==> src/rtl/core/plyhdr_pkg.sv <==
package plyhdr_pkg;

  localparam int NKW = 9;

  // keyword slots, also the bit positions of the candidate mask
  localparam int W_PLY    = 0;
  localparam int W_V10    = 1;
  localparam int W_BLE    = 2;
  localparam int W_PROP   = 3;
  localparam int W_FLOAT  = 4;
  localparam int W_ELEM   = 5;
  localparam int W_VERTEX = 6;
  localparam int W_FORMAT = 7;
  localparam int W_END    = 8;

  // text right aligned: last character in the lowest byte
  localparam logic [255:0] KW_TEXT [NKW] = '{
    256'("ply"), 256'("1.0"), 256'({"binary_little", "_endian"}), 256'("property"),
    256'("float"), 256'("element"), 256'("vertex"), 256'("format"),
    256'({"end_", "header"})
  };
  localparam logic [4:0] KW_LEN [NKW] = '{
    5'd3, 5'd3, 5'd20, 5'd8, 5'd5, 5'd7, 5'd6, 5'd6, 5'd10
  };

  typedef enum logic [2:0] {
    K_NONE   = 3'd0,
    K_IGNORE = 3'd1,
    K_PROP   = 3'd2,
    K_FMT    = 3'd3,
    K_ELEM   = 3'd4,
    K_PLYOK  = 3'd5,
    K_END    = 3'd6
  } kind_t;

  localparam logic [3:0] E_NONE     = 4'd0;
  localparam logic [3:0] E_NO_PLY   = 4'd1;
  localparam logic [3:0] E_NOFLOAT  = 4'd2;
  localparam logic [3:0] E_NOT_BLE  = 4'd3;
  localparam logic [3:0] E_VERSION  = 4'd4;
  localparam logic [3:0] E_NOT_VERT = 4'd5;
  localparam logic [3:0] E_COUNT    = 4'd6;
  localparam logic [3:0] E_LINES    = 4'd7;
  localparam logic [3:0] E_NO_END   = 4'd8;

  localparam logic [11:0] MAX_LINES_RST = 12'd1000;

  typedef struct packed {
    logic [3:0] err;
    kind_t      kind;
    logic       inc_stride;
    logic       load_vc;
  } ev_t;

endpackage

==> src/rtl/core/ply_header_parser.sv <==
// Byte-stream parser for a binary little-endian PLY header with float
// vertex properties. One byte is taken per transfer and every byte yields
// exactly one registered result transfer; with out_tready held high a
// byte is accepted every cycle. Header lines are checked word by word with
// prefix matches; after the header end line, vertex_count * stride bytes are
// flagged as payload and later bytes are ignored. in_tlast marks the end of the
// first buffer, which must hold the whole header. Any error freezes the block and
// is repeated on every later result. cfg_wdata sets the header line limit.
module ply_header_parser #(
  parameter int COUNT_BITS  = 32,
  parameter int STRIDE_BITS = 12
) (
  input  logic        clk,
  input  logic        rst_n,
  input  logic        cfg_we,
  input  logic [11:0] cfg_wdata,   // max_header_lines
  input  logic        in_tvalid,
  output logic        in_tready,
  input  logic [7:0]  in_tdata,    // data_byte
  input  logic        in_tlast,    // chunk_end
  output logic        out_tvalid,
  input  logic        out_tready,
  // payload_byte[7:0], header_done[8], payload_done[9], error_code[13:10],
  // vertex_count[45:14], stride_bytes[57:46], zero fill
  output logic [63:0] out_tdata,
  output logic        out_tuser    // payload_valid
);
  import plyhdr_pkg::*;

  localparam int TOT_BITS = COUNT_BITS + STRIDE_BITS;
  localparam logic [STRIDE_BITS-1:0] SMAX = '1;

  typedef enum logic [1:0] {PH_PLY, PH_HDR, PH_PAY, PH_STOP} phase_t;

  phase_t                  ph_r, ph_nxt;
  logic [11:0]             lc_r, lc_nxt;
  logic [11:0]             max_r;
  logic [2:0]              wi_r, wi_nxt;
  logic [4:0]              ciw_r, ciw_nxt;
  logic [NKW-1:0]          cand_r, cand_nxt;
  logic                    cok_r, cok_nxt;
  logic                    fl_r, fl_nxt;
  kind_t                   kind_r, kind_nxt;
  logic [COUNT_BITS-1:0]   acc_r, acc_nxt;
  logic [STRIDE_BITS-1:0]  stride_r, stride_nxt;
  logic [COUNT_BITS-1:0]   vc_r, vc_nxt;
  logic [TOT_BITS-1:0]     total_r, seen_r, seen_nxt;
  logic [TOT_BITS-1:0]     prod;
  logic                    load_total;
  logic [3:0]              err_r, err_nxt;
  logic                    pv_nxt, stop;
  logic [COUNT_BITS+3:0]   tsum;
  logic [3:0]              digit;
  logic [4:0]              kidx;
  ev_t                     ev;
  logic [63:0]             odata_r;
  logic                    ouser_r, ovalid_r;

  logic in_fire;
  assign in_tready  = !ovalid_r || out_tready;
  assign in_fire    = in_tvalid && in_tready;
  assign out_tvalid = ovalid_r;
  assign out_tdata  = odata_r;
  assign out_tuser  = ouser_r;

  assign prod = TOT_BITS'(vc_r) * TOT_BITS'(stride_r);

  function automatic logic hit(input logic [NKW-1:0] cand, input logic [4:0] ciw,
                               input int k);
    return cand[k] && (ciw >= KW_LEN[k]);
  endfunction

  function automatic ev_t eval_word(input logic [2:0] wi, input logic at_ply,
                                    input logic fl, input logic [NKW-1:0] cand,
                                    input logic [4:0] ciw, input kind_t kind,
                                    input logic cok);
    ev_t r;
    r = '{err: E_NONE, kind: kind, inc_stride: 1'b0, load_vc: 1'b0};
    if (wi == 3'd0) begin
      if (at_ply) begin
        if (!(fl && hit(cand, ciw, W_PLY))) r.err = E_NO_PLY;
        else r.kind = K_PLYOK;
      end else if (fl && hit(cand, ciw, W_END)) r.kind = K_END;
      else if (hit(cand, ciw, W_PROP))   r.kind = K_PROP;
      else if (hit(cand, ciw, W_FORMAT)) r.kind = K_FMT;
      else if (hit(cand, ciw, W_ELEM))   r.kind = K_ELEM;
      else r.kind = K_IGNORE;
    end else if (wi == 3'd1) begin
      if (kind == K_PROP) begin
        if (!hit(cand, ciw, W_FLOAT)) r.err = E_NOFLOAT;
        else r.inc_stride = 1'b1;
      end else if (kind == K_FMT) begin
        if (!hit(cand, ciw, W_BLE)) r.err = E_NOT_BLE;
      end else if (kind == K_ELEM) begin
        if (!hit(cand, ciw, W_VERTEX)) r.err = E_NOT_VERT;
      end
    end else if (wi == 3'd2) begin
      if (kind == K_FMT) begin
        if (!hit(cand, ciw, W_V10)) r.err = E_VERSION;
      end else if (kind == K_ELEM) begin
        if (!cok || ciw == 5'd0) r.err = E_COUNT;
        else r.load_vc = 1'b1;
      end
    end
    return r;
  endfunction

  function automatic logic [2:0] words_needed(input kind_t kind);
    case (kind) inside
      K_PROP:        return 3'd2;
      K_FMT, K_ELEM: return 3'd3;
      default:       return 3'd1;
    endcase
  endfunction

  always_comb begin
    ph_nxt = ph_r; lc_nxt = lc_r; wi_nxt = wi_r; ciw_nxt = ciw_r;
    cand_nxt = cand_r; cok_nxt = cok_r; fl_nxt = fl_r; kind_nxt = kind_r;
    acc_nxt = acc_r; stride_nxt = stride_r; vc_nxt = vc_r;
    seen_nxt = seen_r; err_nxt = err_r; load_total = 1'b0;
    pv_nxt = 1'b0; stop = 1'b0; ev = '0; tsum = '0; digit = '0; kidx = '0;

    if (ph_r == PH_PAY) begin
      if (seen_r < total_r) begin
        pv_nxt   = 1'b1;
        seen_nxt = seen_r + 1'b1;
      end
    end else if (ph_r == PH_PLY || ph_r == PH_HDR) begin
      if (in_tdata == " " || in_tdata == "\t") begin
        if (ciw_nxt != 5'd0) begin
          ev = eval_word(wi_nxt, ph_nxt == PH_PLY, fl_nxt, cand_nxt, ciw_nxt,
                         kind_nxt, cok_nxt);
          if (ev.err != E_NONE) begin
            stop = 1'b1; err_nxt = ev.err;
          end else begin
            kind_nxt = ev.kind;
            if (ev.inc_stride)
              stride_nxt = (stride_nxt > SMAX - STRIDE_BITS'(4)) ? SMAX
                                                                  : stride_nxt + STRIDE_BITS'(4);
            if (ev.load_vc) vc_nxt = acc_nxt;
            if (wi_nxt < 3'd7) wi_nxt = wi_nxt + 3'd1;
            ciw_nxt = '0; acc_nxt = '0; cand_nxt = '1; cok_nxt = 1'b1;
          end
        end else if (wi_nxt == 3'd0) begin
          fl_nxt = 1'b0;
        end
      end else if (in_tdata != "\n") begin
        for (int k = 0; k < NKW; k++) begin
          kidx = 5'(KW_LEN[k] - 5'd1 - ciw_r);
          if (cand_r[k] && ciw_r < KW_LEN[k] && in_tdata != KW_TEXT[k][8*kidx +: 8])
            cand_nxt[k] = 1'b0;
        end
        if (cok_r) begin
          if (in_tdata >= "0" && in_tdata <= "9") begin
            digit = 4'(in_tdata - "0");
            tsum = ({4'b0, acc_r} << 3) + ({4'b0, acc_r} << 1)
                   + (COUNT_BITS+4)'(digit);
            if (tsum[COUNT_BITS+3:COUNT_BITS] != 4'd0) cok_nxt = 1'b0;
            else acc_nxt = tsum[COUNT_BITS-1:0];
          end else begin
            cok_nxt = 1'b0;
          end
        end
        if (ciw_r < 5'd31) ciw_nxt = ciw_r + 5'd1;
      end

      // line end, explicit or closed by the buffer end
      if (!stop && (in_tdata == "\n" || in_tlast)) begin
        if (ciw_nxt != 5'd0 || wi_nxt == 3'd0) begin
          ev = eval_word(wi_nxt, ph_nxt == PH_PLY, fl_nxt, cand_nxt, ciw_nxt,
                         kind_nxt, cok_nxt);
          if (ev.err != E_NONE) begin
            stop = 1'b1; err_nxt = ev.err;
          end else begin
            kind_nxt = ev.kind;
            if (ev.inc_stride)
              stride_nxt = (stride_nxt > SMAX - STRIDE_BITS'(4)) ? SMAX
                                                                  : stride_nxt + STRIDE_BITS'(4);
            if (ev.load_vc) vc_nxt = acc_nxt;
            if (wi_nxt < 3'd7) wi_nxt = wi_nxt + 3'd1;
            ciw_nxt = '0; acc_nxt = '0; cand_nxt = '1; cok_nxt = 1'b1;
          end
        end
        // missing words are checked as empty ones
        if (!stop && wi_nxt < words_needed(kind_nxt)) begin
          ev = eval_word(wi_nxt, ph_nxt == PH_PLY, fl_nxt, cand_nxt, ciw_nxt,
                         kind_nxt, cok_nxt);
          if (ev.err != E_NONE) begin
            stop = 1'b1; err_nxt = ev.err;
          end else begin
            kind_nxt = ev.kind;
            if (ev.inc_stride)
              stride_nxt = (stride_nxt > SMAX - STRIDE_BITS'(4)) ? SMAX
                                                                  : stride_nxt + STRIDE_BITS'(4);
            if (ev.load_vc) vc_nxt = acc_nxt;
          end
        end
        if (!stop) begin
          if (lc_r >= max_r) begin
            stop = 1'b1; err_nxt = E_LINES;
          end else begin
            lc_nxt = lc_r + 12'd1;
            if (kind_nxt == K_END) begin
              ph_nxt = PH_PAY; load_total = 1'b1; seen_nxt = '0;
            end else begin
              ph_nxt = PH_HDR;
            end
            wi_nxt = '0; kind_nxt = K_NONE; fl_nxt = 1'b1;
            ciw_nxt = '0; acc_nxt = '0; cand_nxt = '1; cok_nxt = 1'b1;
            if (in_tlast && ph_nxt != PH_PAY) begin
              stop = 1'b1; err_nxt = E_NO_END;
            end
          end
        end
      end
      if (stop) ph_nxt = PH_STOP;
    end
  end

  always_ff @(posedge clk) begin
    if (!rst_n) begin
      ph_r <= PH_PLY; lc_r <= '0; max_r <= MAX_LINES_RST; wi_r <= '0;
      ciw_r <= '0; cand_r <= '1; cok_r <= 1'b1; fl_r <= 1'b1; kind_r <= K_NONE;
      acc_r <= '0; stride_r <= '0; vc_r <= '0; total_r <= '0; seen_r <= '0;
      err_r <= E_NONE; ovalid_r <= 1'b0; odata_r <= '0; ouser_r <= 1'b0;
    end else begin
      if (cfg_we) max_r <= cfg_wdata;
      if (in_fire) begin
        ph_r <= ph_nxt; lc_r <= lc_nxt; wi_r <= wi_nxt; ciw_r <= ciw_nxt;
        cand_r <= cand_nxt; cok_r <= cok_nxt; fl_r <= fl_nxt; kind_r <= kind_nxt;
        acc_r <= acc_nxt; stride_r <= stride_nxt; vc_r <= vc_nxt;
        seen_r <= seen_nxt; err_r <= err_nxt;
        // the header end line never touches count or stride, so the registers are final
        if (load_total) total_r <= prod;
        ouser_r  <= pv_nxt;
        odata_r  <= {6'd0, 12'(stride_nxt), 32'(vc_nxt), err_nxt,
                     (ph_nxt == PH_PAY) && (load_total ? (prod == '0)
                                                       : (seen_nxt >= total_r)),
                     ph_nxt == PH_PAY, pv_nxt ? in_tdata : 8'd0};
        ovalid_r <= 1'b1;
      end else if (out_tready) begin
        ovalid_r <= 1'b0;
      end
    end
  end

  a_err_sticky: assert property (@(posedge clk) disable iff (!rst_n)
    (err_r != E_NONE) |=> (err_r == $past(err_r)))
    else $error("error code changed after stop");
  a_err_stop: assert property (@(posedge clk) disable iff (!rst_n)
    (err_r != E_NONE) |-> (ph_r == PH_STOP))
    else $error("error without stop phase");
  a_pv_hdr: assert property (@(posedge clk) disable iff (!rst_n)
    (ovalid_r && ouser_r) |-> odata_r[8])
    else $error("payload byte before header done");
  a_seen_bound: assert property (@(posedge clk) disable iff (!rst_n)
    (ph_r == PH_PAY) |-> (seen_r <= total_r))
    else $error("payload count overran total");

endmodule
==> config.mk <==
export PLATFORM = sky130hd
export DESIGN_NAME = ply_header_parser
export DESIGN_NICKNAME = d
export VERILOG_FILES = /design/src/rtl/core/plyhdr_pkg.sv /design/src/rtl/core/ply_header_parser.sv
export SDC_FILE = /design/constraint.sdc
export NUM_CORES = 2
export LEC_CHECK = 0
export ABC_AREA = 1
export BUFFER_PORTS_ARGS = -buffer_cell sky130_fd_sc_hd__clkbuf_2
export CAP_MARGIN = 5
export CORE_AREA = 2 2 237 239
export CTS_BUF_LIST = sky130_fd_sc_hd__clkbuf_4
export DETAILED_ROUTE_END_ITERATION = 12
export DIE_AREA = 0 0 239 241
export PLACE_DENSITY_LB_ADDON = 0.1
export SETUP_SLACK_MARGIN = 0.5
export SKIP_CTS_REPAIR_TIMING = 1
export SLEW_MARGIN = 20
export SYNTH_ARGS = -nofsm -noshare
export SYNTH_HDL_FRONTEND = slang
export SYNTH_SLANG_ARGS = --single-unit
==> constraint.sdc <==
create_clock -name clk -period 8.1 [get_ports clk]
set_clock_uncertainty 0.15 [all_clocks]
set_input_delay 0.81 -clock clk [delete_from_list [all_inputs] [get_ports clk]]
set_output_delay 0.81 -clock clk [all_outputs]
set_load 0.02 [all_outputs]
==> flow_summary_export.csv <==
group,metric,value,unit
placed_design,place_inst,5515,
min_path,hp-class,"in2reg",
grt,grt_pass1_vias,30600,
outcome,violations,"DRC",
synthesis,syn_inst,4821,
timing,slew_viol_final,0,
placed_design,port_buffers,86,
synthesis,synthFlopType,"dfxtp_1",
synthesis,syn_avg_cell_area,6.77,um^2
grt,grt.overflow.total,0,
detailed_routing,drt.antenna.violating_nets,0,
final_layout,layout-drive-gt1-share,10.3,%
clocking,cts_buffer_depth,3,
detailed_routing,routedWlPerCell,17.1,um
timing,hold_violations,0,
clocking,root_buffer,"clkbuf_4",
critical_path,worstPathRequired,8.71,ns
critical_path,cpMostUsedCell,"nand2_1",
synthesis,ys_seq_area_share,14.0,%
pwr,max-vdd-ir-drop,0.000155,V
final_layout,layout_commonest_cell,"nand2_1",
final_layout,final_nets,5500,
clocking,path_clk_slew,0.07,ns
synthesis,ys_seq_elements,228,
grt,antenna_found_initial,2,
final_layout,mostFrequentLayoutCells,"1215 x nand2_1, 778 x inv_1, 398 x a21oi_1, 313 x nor2_1, 303 x fa_1",
critical_path,critical_path_class,"reg2reg",
die,core_region_area,54900,um^2
pwr,total_power,5.63,mW
critical_path,slowest_delay,0.41,ns
critical_path,path_buf_inv,14,
synthesis,yosysWarnings,0,
die,pin_count,93,
detailed_routing,vias,32100,
clocking,cts_tree,"built",
critical_path,slowest_stage,"nor4_4",
grt,grt_pass1_wl,159000,um
critical_path,cp_max_fo,20,
detailed_routing,post_drt_via_cell_ratio,5.69,
detailed_routing,firstDrtPassIters,9,
synthesis,synth_edf_count,0,
synthesis,ys_async_sr_fraction,0,%
critical_path,crit_arrival,7.91,ns
placed_design,dp_hpwl,73800,um
clocking,htree_levels,3,
timing,fin_crit_sh,90.2,%
detailed_routing,drtIter0Drc,2555,
die,num_rows,86,
final_layout,instances_no_fill,5640,
synthesis,synth_area,32600,um^2
timing,tns,0,ns
grt,grt.total_usage,34.2,%
pwr,leakage,18.8,nW
placed_design,postPlaceCellArea,34000,um^2
die,start_util,59.5,%
pwr,powerDensity,160,nW/um^2
die,die_y,241,um
timing,setup_viol,0,
grt,grt_max_degree,96,
timing,fin_crit,7.31,ns
timing,worstMarginPinSlew,1.14,ns
die,die_w,239,um
clocking,clk_latency,0.85,ns
critical_path,cp_top_family,"simple AND/OR/NAND/NOR gates",
critical_path,worstSetupStartpointType,"register",
die,fp.dieArea,57600,um^2
timing,relSlewSlack,24.2,%
detailed_routing,drc,1,
synthesis,ys_types,67,
final_layout,area_delta_synth_final,7.46,%
detailed_routing,finalWirelength,96700,um
timing,max_freq,0.137,GHz
clocking,cts.sinks,228,
clocking,cts_buffers,71,
critical_path,cp-end-kind,"register",
outcome,outcome,"complete, but fails checks",
final_layout,design_area,35100,um^2
placed_design,routabilityCongestion,0.989,
job,max-cap-violations,0,
timing,rsz0062_at_grt,"yes",
-- worst min-delay path, stage by stage --
cell,delay [ns]
clkbuf_2,0.08
a21oi_1,0.05
o21ai_0,0.06
-- layout make-up --
class,count,area (um^2)
Tap cell,704,881
Multi-Input combinational cell,3564,24300
Antenna cell,4,10.0
Clock buffer,93,698
Clock inverter,27,168
Fill cell,5244,19800
Sequential cell,228,4570
Inverter,809,3050
Timing Repair Buffer,211,1440
-- routing by layer --
layer  up-vias  global-route usage, %  part of all wire [%]
met2      1328                   54.9                    44
met5         -                      0                     0
met4         0                   13.2                   3.7
met1     15000                   47.0                    44
met3       240                   4.62                   8.1
li1      15500                      -                     -
-- synth_stat cells, types with 38 or more instances --
cell type / count / area [um^2]
ha_1: 286 / 3580
xor2_1: 65 / 569
dfxtp_1: 228 / 4560
o21ai_0: 239 / 1200
nand2_1: 1219 / 4580
clkbuf_1: 176 / 661
nor3_1: 53 / 265
nand3_2: 38 / 380
fa_1: 303 / 6070
nand3_1: 191 / 956
inv_1: 781 / 2930
a21oi_1: 402 / 2010
o21ai_1: 71 / 355
nor2_1: 319 / 1200
nand4_1: 48 / 300
-- sequential cells by signal (all words and copies together) (netlist names), 5 cells and up --
register / flops
total_r: 44
seen_r: 44
stride_r: 12
acc_r: 32
ciw_r: 5
out_tdata: 12
lc_r: 12
vc_r: 31
max_r: 12
cand_r: 9
-- logic make-up after synthesis --
| group | synth area share [%] |
|---|---|
| flip-flops | 14.0 |
| adder cells (fa/ha/maj) | 29.5 |
| AO/OA/AOI/OAI | 16.1 |
| XOR/XNOR | 2.49 |
| other | 0.0115 |
| AND/OR/NAND/NOR | 25.6 |
| buffers and inverters | 12.3 |
-- path summary, 6_finish.rpt --
path         slack, ns  cells after the start           end    startpoint
max               0.79                     55  out_tdata[9]      ciw_r[1]
min               0.06                      3      max_r[9]  cfg_wdata[9]
max reg2reg       0.79                     55  out_tdata[9]      ciw_r[1]
min reg2reg       0.32                      2     out_tuser     out_tuser
-- power breakdown --
part	switching, mW	leakage, nW	internal (mW)
combinational	1.97	16.5	1.04
sequential	0.186	1.87	1.24
clock	0.600	0.509	0.598
total	2.75	18.8	2.88
-- metrics by stage --
stage / util [%] / hold WS [ns] / worst slack, ns
after floorplan: - / 0.283 / 0.708
after global placement: 61.9 / 0.303 / 0.155
after detailed placement: 61.9 / 0.308 / -0.0286
after CTS: 63.5 / -0.0161 / 0.254
after global routing: 63.9 / 0.0184 / 0.316
final: 63.9 / 0.0598 / 0.792
Power figures use the tool's default switching activity.
